[src/assert_macros.svh]
// Assertion macros shared by the RTL. Define NO_ASSERTIONS to drop them.
`ifndef ASSERT_MACROS_SVH
`define ASSERT_MACROS_SVH
`ifndef NO_ASSERTIONS
// Property must hold at every clock edge outside reset.
`define ASSERT_CLK(lbl, clk, rst, prop, msg) \
   lbl: assert property (@(posedge clk) disable iff (rst) prop) else $error(msg);
// Condition must never be seen at a clock edge outside reset.
`define ASSERT_NEVER(lbl, clk, rst, cond, msg) \
   lbl: assert property (@(posedge clk) disable iff (rst) !(cond)) else $error(msg);
`else
`define ASSERT_CLK(lbl, clk, rst, prop, msg)
`define ASSERT_NEVER(lbl, clk, rst, cond, msg)
`endif
`endif

[src/bcls_pkg.sv]
// ----------------------------------------------------------------------------
// Block command latency statistics package
// Shared widths, codes and types for the statistics block.
// ----------------------------------------------------------------------------
`timescale 1ns / 1ps
`default_nettype none
package bcls_pkg;

   localparam int CMD_W   = 32;
   localparam int DUR_W   = 48;
   localparam int BYTE_W  = 64;
   localparam int STAT_W  = 64;
   localparam int CODE_W  = 8;
   localparam int MASK_W  = 32;
   localparam int CSR_W   = 32;
   localparam int CSR_IDX_W = 3;
   localparam int NUM_CAT = 6;
   localparam int NUM_REC = 12;

   typedef enum logic [1:0] {
      OP_RECORD = 2'd0,
      OP_QUERY  = 2'd1,
      OP_CLEAR  = 2'd2
   } opcode_type;

   localparam logic [2:0] CAT_READ   = 3'd0;
   localparam logic [2:0] CAT_WRITE  = 3'd1;
   localparam logic [2:0] CAT_FLUSH  = 3'd2;
   localparam logic [2:0] CAT_TRIM   = 3'd3;
   localparam logic [2:0] CAT_BEFORE = 3'd4;
   localparam logic [2:0] CAT_AFTER  = 3'd5;
   localparam logic [2:0] CAT_ALL    = 3'd6;

   localparam logic [1:0] OUT_FAIL = 2'd0;
   localparam logic [1:0] OUT_OK   = 2'd1;
   localparam logic [1:0] OUT_BOTH = 2'd2;

   localparam logic [2:0] CTR_CALLS = 3'd0;
   localparam logic [2:0] CTR_TIME  = 3'd1;
   localparam logic [2:0] CTR_BYTES = 3'd2;
   localparam logic [2:0] CTR_MAX   = 3'd3;
   localparam logic [2:0] CTR_MIN   = 3'd4;

   localparam logic [CSR_IDX_W-1:0] CSR_READ_CODE   = 3'd0;
   localparam logic [CSR_IDX_W-1:0] CSR_WRITE_CODE  = 3'd1;
   localparam logic [CSR_IDX_W-1:0] CSR_FLUSH_CODE  = 3'd2;
   localparam logic [CSR_IDX_W-1:0] CSR_TRIM_CODE   = 3'd3;
   localparam logic [CSR_IDX_W-1:0] CSR_BEFORE_MASK = 3'd4;
   localparam logic [CSR_IDX_W-1:0] CSR_AFTER_MASK  = 3'd5;

   typedef struct packed {
      logic [CODE_W-1:0] read_code;
      logic [CODE_W-1:0] write_code;
      logic [CODE_W-1:0] flush_code;
      logic [CODE_W-1:0] trim_code;
      logic [MASK_W-1:0] before_mask;
      logic [MASK_W-1:0] after_mask;
   } cfg_type;

   typedef struct packed {
      logic [2:0] cat;
      logic       bad;
   } query_ctl_type;

   typedef logic [NUM_CAT-1:0][STAT_W-1:0] lanes_type;

endpackage
`default_nettype wire

[src/bcls_if.sv]
// ----------------------------------------------------------------------------
// Block command latency statistics channels
// Request and response channels with valid/ready handshake.
// ----------------------------------------------------------------------------
`timescale 1ns / 1ps
`default_nettype none


interface bcls_rsp_if import bcls_pkg::*; ();
   logic              valid;
   logic              ready;
   logic [STAT_W-1:0] stat_value;
   logic              query_invalid;

   modport source (output valid, stat_value, query_invalid, input ready);
   modport sink (input valid, stat_value, query_invalid, output ready);
endinterface
`default_nettype wire

[src/bcls_query.sv]
// ----------------------------------------------------------------------------
// Query result pipeline
// Register lanes, select or sum categories and hold the response beat.
// ----------------------------------------------------------------------------
`timescale 1ns / 1ps
`default_nettype none
`include "assert_macros.svh"
module bcls_query import bcls_pkg::*; (
   input  wire logic          clock,
   input  wire logic          reset,
   input  wire logic          in_valid,
   input  wire query_ctl_type in_ctl,
   input  wire lanes_type     in_lanes,
   output logic               in_ready,
   bcls_rsp_if.source         rsp_if
);

   logic              s2_v_ff, s2_v_in;
   lanes_type         s2_lanes_ff;
   query_ctl_type     s2_ctl_ff;
   logic              s3_v_ff, s3_v_in;
   logic [STAT_W-1:0] s3_p01_ff, s3_p23_ff, s3_sel_ff, s3_sel_in;
   logic              s3_all_ff, s3_bad_ff;
   logic              out_v_ff, out_v_in;
   logic [STAT_W-1:0] out_val_ff, out_val_in;
   logic              out_bad_ff;
   logic              s2_adv, s3_adv, out_free;

   assign out_free = !out_v_ff || rsp_if.ready;
   assign s3_adv   = s3_v_ff && out_free;
   assign s2_adv   = s2_v_ff && (!s3_v_ff || s3_adv);
   assign in_ready = !s2_v_ff || s2_adv;

   assign s2_v_in  = in_valid || (s2_v_ff && !s2_adv);
   assign s3_v_in  = s2_adv || (s3_v_ff && !s3_adv);
   assign out_v_in = s3_adv || (out_v_ff && !rsp_if.ready);

   always_comb begin
      case (s2_ctl_ff.cat)
         CAT_READ:   s3_sel_in = s2_lanes_ff[CAT_READ];
         CAT_WRITE:  s3_sel_in = s2_lanes_ff[CAT_WRITE];
         CAT_FLUSH:  s3_sel_in = s2_lanes_ff[CAT_FLUSH];
         CAT_TRIM:   s3_sel_in = s2_lanes_ff[CAT_TRIM];
         CAT_BEFORE: s3_sel_in = s2_lanes_ff[CAT_BEFORE];
         CAT_AFTER:  s3_sel_in = s2_lanes_ff[CAT_AFTER];
         default:    s3_sel_in = '0;
      endcase
   end

   always_comb begin
      if (s3_bad_ff) begin
         out_val_in = '0;
      end else if (s3_all_ff) begin
         out_val_in = s3_p01_ff + s3_p23_ff;
      end else begin
         out_val_in = s3_sel_ff;
      end
   end

   always_ff @(posedge clock) begin
      if (reset) begin
         s2_v_ff  <= 1'b0;
         s3_v_ff  <= 1'b0;
         out_v_ff <= 1'b0;
      end else begin
         s2_v_ff  <= s2_v_in;
         s3_v_ff  <= s3_v_in;
         out_v_ff <= out_v_in;
      end
   end

   always_ff @(posedge clock) begin
      if (in_valid) begin
         s2_lanes_ff <= in_lanes;
         s2_ctl_ff   <= in_ctl;
      end
      if (s2_adv) begin
         s3_p01_ff <= s2_lanes_ff[CAT_READ] + s2_lanes_ff[CAT_WRITE];
         s3_p23_ff <= s2_lanes_ff[CAT_FLUSH] + s2_lanes_ff[CAT_TRIM];
         s3_sel_ff <= s3_sel_in;
         s3_all_ff <= s2_ctl_ff.cat == CAT_ALL;
         s3_bad_ff <= s2_ctl_ff.bad;
      end
      if (s3_adv) begin
         out_val_ff <= out_val_in;
         out_bad_ff <= s3_bad_ff;
      end
   end

   assign rsp_if.valid         = out_v_ff;
   assign rsp_if.stat_value    = out_val_ff;
   assign rsp_if.query_invalid = out_bad_ff;

   `ASSERT_CLK(a_bad_zero, clock, reset, out_v_ff && out_bad_ff |-> out_val_ff == 64'd0, "invalid query with value")
   `ASSERT_CLK(a_out_src, clock, reset, $rose(out_v_ff) |-> $past(s3_v_ff), "response from empty stage")
   `ASSERT_NEVER(a_s2_overrun, clock, reset, in_valid && s2_v_ff && !s2_adv, "lane stage overwritten")

endmodule
`default_nettype wire

[src/flat_wrapper.sv]
// flat-port wrapper written by rule: the top's interface ports become plain ports
module bcls_query_flat import bcls_pkg::*;
  (clock, reset, in_valid, in_ctl, in_lanes, in_ready, rsp_if_valid, rsp_if_stat_value, rsp_if_query_invalid, rsp_if_ready);
  bcls_rsp_if rsp_if_i ();
  input  wire logic clock;
  input  wire logic reset;
  input  wire logic in_valid;
  input  wire query_ctl_type in_ctl;
  input  wire lanes_type in_lanes;
  output logic in_ready;
  output wire logic [$bits(rsp_if_i.valid)-1:0] rsp_if_valid;
  output wire logic [$bits(rsp_if_i.stat_value)-1:0] rsp_if_stat_value;
  output wire logic [$bits(rsp_if_i.query_invalid)-1:0] rsp_if_query_invalid;
  input wire logic [$bits(rsp_if_i.ready)-1:0] rsp_if_ready;
  assign rsp_if_valid = rsp_if_i.valid;
  assign rsp_if_stat_value = rsp_if_i.stat_value;
  assign rsp_if_query_invalid = rsp_if_i.query_invalid;
  assign rsp_if_i.ready = rsp_if_ready;
  bcls_query u_core (.clock(clock), .reset(reset), .in_valid(in_valid), .in_ctl(in_ctl), .in_lanes(in_lanes), .in_ready(in_ready), .rsp_if(rsp_if_i));
endmodule
[config.mk]
export PLATFORM = sky130hd
export DESIGN_NAME = bcls_query_flat
export DESIGN_NICKNAME = d
export VERILOG_FILES = /design/src/bcls_pkg.sv /design/src/bcls_if.sv /design/src/bcls_query.sv /design/src/flat_wrapper.sv
export VERILOG_INCLUDE_DIRS = /design/src /design/src/src
export SDC_FILE = /design/constraint.sdc
export NUM_CORES = 1
export LEC_CHECK = 0
export BUFFER_PORTS_ARGS = -buffer_cell sky130_fd_sc_hd__clkbuf_2
export CELL_PAD_IN_SITES_DETAIL_PLACEMENT = 1
export CELL_PAD_IN_SITES_GLOBAL_PLACEMENT = 1
export CORE_UTILIZATION = 35
export CTS_BUF_LIST = sky130_fd_sc_hd__clkbuf_2
export CTS_CLUSTER_SIZE = 20
export DETAILED_ROUTE_END_ITERATION = 8
export GPL_TIMING_DRIVEN = 1
export MAX_ROUTING_LAYER = met4
export PLACE_DENSITY = 0.62
export RECOVER_POWER = 50
export SLEW_MARGIN = 30
export SYNTH_ARGS = -nofsm -noshare
export SYNTH_HDL_FRONTEND = slang
export SYNTH_SLANG_ARGS = --single-unit
[constraint.sdc]
create_clock -name clock -period 10.25 [get_ports clock]
set_clock_uncertainty 0.1 [all_clocks]
set_input_delay 1.025 -clock clock [delete_from_list [all_inputs] [get_ports clock]]
set_output_delay 1.025 -clock clock [all_outputs]
set_load 0.01 [all_outputs]
Yosys cells after proc, flatten, opt, wreduce, memory -nomap -nowiden:

Cells that the tools add are included.

* bitwise gates (word level): 0
* mux-type cells: 2
* divide/modulo/power cells: 0
* $add $sub $neg: 3
* shift operators: 0
* equality and inequality tests: 6
* reduce and logical (&&, ||, !) cells: 18
* $lt $le $gt $ge: 0
* multiply operators: 0

Operators by type and width (count)
* $pmux W64 S6: 1
* $add A64 B64 Y64: 3
* $mux W64: 1
* $eq A3 B3 Y1 const B: 3
* $eq A3 B2 Y1 const B: 2
* $logic_not A1 Y1: 6
* $logic_or A1 B1 Y1: 6
* $logic_and A1 B1 Y1: 5
* $eq A3 B1 Y1 const B: 1
* $logic_not A3 Y1: 1

* latch bits: 0
* ROM bits: 0
* output and inout bits: 67
* register bits after elaboration: 650
* bits in writable memories: 0
* memories: 0
* input bits: 392
* word-level logic and storage cells: 47

Logic depth before layout (Yosys ltp):

* depth in word-level cells: 8
* gate-level depth with buffers: 12

Worst setup path after synthesis:

OpenSTA, ideal clock, no wires.

* path kind: in2reg
* start point: in rsp_if_ready
* end point: reg u_core.s3_all_ff (enable)
* stages on the path: 3
* slack: -0.456 ns
* buffers on the path: 0
* data arrival time: 9.832 ns
* library setup time: 0.775 ns
* required time: 9.375 ns
* cells stage by stage: nor2b_1 -> and2_1 -> nor2b_1

* cells in the longest elaborated chain, start to end: 4

Ends and longest elaborated chain
* start, declared: line flat_wrapper.sv:14 `input wire logic [$bits(rsp_if_i.ready)-1:0] rsp_if_ready;`
* $logic_or A1 B1 Y1: line bcls_query.sv:29 `assign out_free = !out_v_ff || rsp_if.ready;`
* $logic_and A1 B1 Y1: line bcls_query.sv:30 `assign s3_adv = s3_v_ff && out_free;`
* $logic_or A1 B1 Y1: line bcls_query.sv:31 `assign s2_adv = s2_v_ff && (!s3_v_ff || s3_adv);`
* $logic_and A1 B1 Y1: line bcls_query.sv:31
* named net u_core.s2_adv: line bcls_query.sv:27 `logic s2_adv, s3_adv, out_free;`
* end signal, assigned: line bcls_query.sv:81 `s3_all_ff <= s2_ctl_ff.cat == CAT_ALL;`
* end, declared: line bcls_query.sv:23 `logic s3_all_ff, s3_bad_ff;`

The timed path passes the listed nets, and every way through them passes these cells.
A chain may end at the register's enable or synchronous reset.

Worst setup path in the final report:

* start point: in in_valid
* end point: reg u_core.s2_v_ff

* cells in the longest elaborated chain, start to end: 1

Ends and longest elaborated chain
* start, declared: line flat_wrapper.sv:7 `input wire logic in_valid;`
* $logic_or A1 B1 Y1: line bcls_query.sv:34 `assign s2_v_in = in_valid || (s2_v_ff && !s2_adv);`
* end signal, assigned: line bcls_query.sv:66 `s2_v_ff <= s2_v_in;`
* end, declared: line bcls_query.sv:18 `logic s2_v_ff, s2_v_in;`

No other way between the ends.

==> metrics.md <==
| Metric | Value |
|---|---|
| Status | finished with violations |
| Failing checks | capacitance limit, slew limit |
| Int Power | 4830 uW |
| Post-DP HPWL | 101 mm |
| Max-cap violations | 5 |
| Share of layout cells above drive strength 1 | 0.161 |
| Pwr Density | 166 nW/um2 |
| Worst min path class | input pin to flop |
| Hold path cells | 2 |
| WHS | 0.229 ns |
| Warnings from Yosys | 0 |
| Nets@finish | 4,572 |
| Critical path class | input pin to flop |
| Setup violations, final | 0 |
| Syn_area_per_cell | 12.1 um2 |
| Power share of the combinational group | 0.283 |
| Seq/Total Area, Yosys | 0.584 |
| DP Worst Slack | 5.88 ns |
| Delay-heaviest family, CP | buffers and inverters |
| Final Util | 0.486 |
| Global placement routability congestion | 0.936 |
| Num ports | 459 |
| Starting Density | 0.356 |
| DIE HEIGHT | 311 um |
| TritonCTS clock tree | done |
| First-pass GRT wire length | 217 mm |
| Final Cycle Share | 0.580 |
| Yosys reg bits | 650 |
| Commonest non-fill, non-tap cell in the layout | dlygate4sd3_1 |
| Cell area after synthesis | 33,400 um2 |
| Total GRT Usage | 0.316 |
| Max Slew Vio Count | 259 |
| Root Buffer | clkbuf_2 |
| CTS clk-pin slew, worst paths | 0.13 ns |
| Crit path cell chain | dlygate4sd3_1, clkbuf_1, buf_4, a21oi_1, nor2_1, dlygate4sd3_1 |
| Sw frac | 0.364 |
| Final Hold Fails | 0 |
| Top FF cell, synth | edfxtp_1 |
| Fraction of registers with async set/reset | 0 |
| Port-buffer cells | 458 |
| Clock network fraction of total power | 0.267 |
| Sequential share of power | 0.449 |
| Die ar. | 96,600 um2 |
| Total CTS buffers | 177 |
| CTS max path bufs | 3 |
| Worst Path Buf+Inv | 4 |
| DRC viols | 0 |
| Synth cell types | 78 |
| Slowest cell on crit path | clkbuf_1 |
| Row cnt | 112 |
| Max-Slew Margin vs Limit | -2.56 |
| Static leakage | 0.0181 uW |
| Crit-path max FO | 91 |
| Largest net degree at the start of global routing | 179 |
| DR vias/cell | 5.61 |
| DRT iter0 DRCs | 2,925 |
| Reg2reg path depth | 5 |
| Tmin final | 5.95 ns |
| Die X | 311 um |
| Most used cell, CP | dlygate4sd3_1 |
| Fmax achieved | 0.168 GHz |
| CP required | 11.51 ns |
| Vias | 30,300 |
| Core Region | 93,900 um2 |
| Syn-to-layout area delta | 36.7% |
| DR pass1 iterations | 5 |
| Clock Sinks | 650 |
| Syn Nets | 3,339 |
| RSZ-0062 raised after global routing | no |
| Worst Tran Pin Value | 5.34 ns |
| Crit end category | flop |
| Setup ws final | 4.30 ns |
| Vias in the first global route | 32,200 |
| Syn Inst Count | 2,755 |
| Worst Path Arrival | 7.21 ns |
| Commonest cells after routing, fill and taps aside | dlygate4sd3_1 (701), edfxtp_1 (647), clkbuf_2 (584), a21oi_1 (224), a22oi_1 (193) |
| Htree depth | 4 |
| Gr ovfl total | 0 |
| ANT nets after route | 0 |
| Post-CTS setup repair buffer count | 0 |
| Max incr delay on CP | 3.72 ns |
| Clock latency on the worst-skew pair | 1.55 ns |
| Post-synth EDFFs | 647 |
| WL final | 151 mm |
| Peak supply drop | 0.0000862 V |
| CP Depth | 6 |
| Sum Neg Setup Slack | 0 ns |
| Sw power | 2770 uW |
| Antenna violations before repair | 26 |
| CP startpoint kind | input pin |
| WL per Instance | 27.9 um |
==> kinds of logic after synthesis <==
logic type / after synthesis / share of synthesized area
simple gates: 619 / 0.0892
compound gates: 888 / 0.175
mux: 38 / 0.0114
fa+ha+maj: 192 / 0.0726
xor+xnor: 175 / 0.0459
flops: 650 / 0.584
buf+inv: 193 / 0.0217
==> power by group through the flow <==
stage | registers [uW] | logic [uW] | clock network [uW]
after global routing | 3430 | 2290 | 2190
after global placement | 3450 | 1830 | 0
final | 3420 | 2150 | 2030
after detailed placement | 3450 | 1860 | 0
after CTS | 3390 | 2070 | 2000
after floorplan | 3370 | 1160 | 0
==> cells in the mapped netlist, types with 13 or more instances <==
library cell	number	area (um2)
edfxtp_1	647	19400
a21oi_1	224	1120
a22oi_1	193	1450
ha_1	189	2360
nand2_1	166	623
nor2_1	150	563
clkbuf_1	130	488
o21ai_0	126	631
a21o_1	114	856
xnor2_1	105	920
nand3_1	95	475
xor2_1	70	613
nand4_1	62	388
inv_1	58	218
o21bai_1	45	338
mux2i_1	37	370
a31oi_1	34	213
nor3_1	28	140
nand2b_1	21	131
and3_1	19	119
nor2b_1	19	119
o21a_1	19	143
a211oi_1	18	135
o21ai_1	13	65.1
==> layout make-up <==
cell class,count,area (um2)
Antenna cell,23,57.6
Clock buffer,238,1190
Clock inverter,78,482
Fill cell,10300,48200
Inverter,58,218
Multi-Input combinational cell,1912,13200
Sequential cell,650,19500
Tap cell,1254,1570
Timing Repair Buffer,1189,9410
==> flip-flops by register name, indices dropped and copies added (netlist names) <==
register                     flops
u_core.rsp_if.stat_value        64
u_core.s3_bad_ff                 1
u_core.s3_all_ff                 1
u_core.rsp_if.valid              1
u_core.s3_v_ff                   1
u_core.s3_sel_ff                64
u_core.s3_p23_ff                64
u_core.s2_ctl_ff                 4
u_core.rsp_if.query_invalid      1
u_core.s2_lanes_ff             384
u_core.s2_v_ff                   1
u_core.s3_p01_ff                64
==> metal layers <==
| layer | GRT usage | part of all wire | vias up |
|---|---|---|---|
| li1 | - | - | 13300 |
| met1 | 0.409 | 0.43 | 15100 |
| met2 | 0.484 | 0.46 | 1589 |
| met3 | 0.0527 | 0.074 | 373 |
| met4 | 0.146 | 0.041 | 0 |
| met5 | - | 0 | - |
==> final timing paths <==
path / startpoint / to / slack [ns]
setup reg to reg: u_core.rsp_if.valid$_SDFF_PP0_ / u_core.s3_p23_ff[13]$_DFFE_PP_ / 5.48
setup / recovery: in_valid / u_core.s2_v_ff$_SDFF_PP0_ / 4.30
hold / removal: in_lanes[312] / u_core.s2_lanes_ff[312]$_DFFE_PP_ / 0.23
hold reg to reg: u_core.s2_ctl_ff[0]$_DFFE_PP_ / u_core.s3_bad_ff$_DFFE_PP_ / 0.32
==> per-stage QoR <==
stage               instance area [um2]  power, uW  instances
floorplan                         33400       4530       2755
global placement                  37000       5280       4359
detailed placement                37000       5310       4361
CTS                               45700       7460       5378
global route                      45600       7910       5400
finish                            45600       7600       5402
==> timing repair <==
| action | 4_1_cts | 5_1_grt |
|---|---|---|
| hold endpoints to repair | 479 | 0 |
| hold buffers | 701 | 0 |
| gates resized for setup | 0 | 0 |
Note: power is estimated with default switching activity, not from simulation.
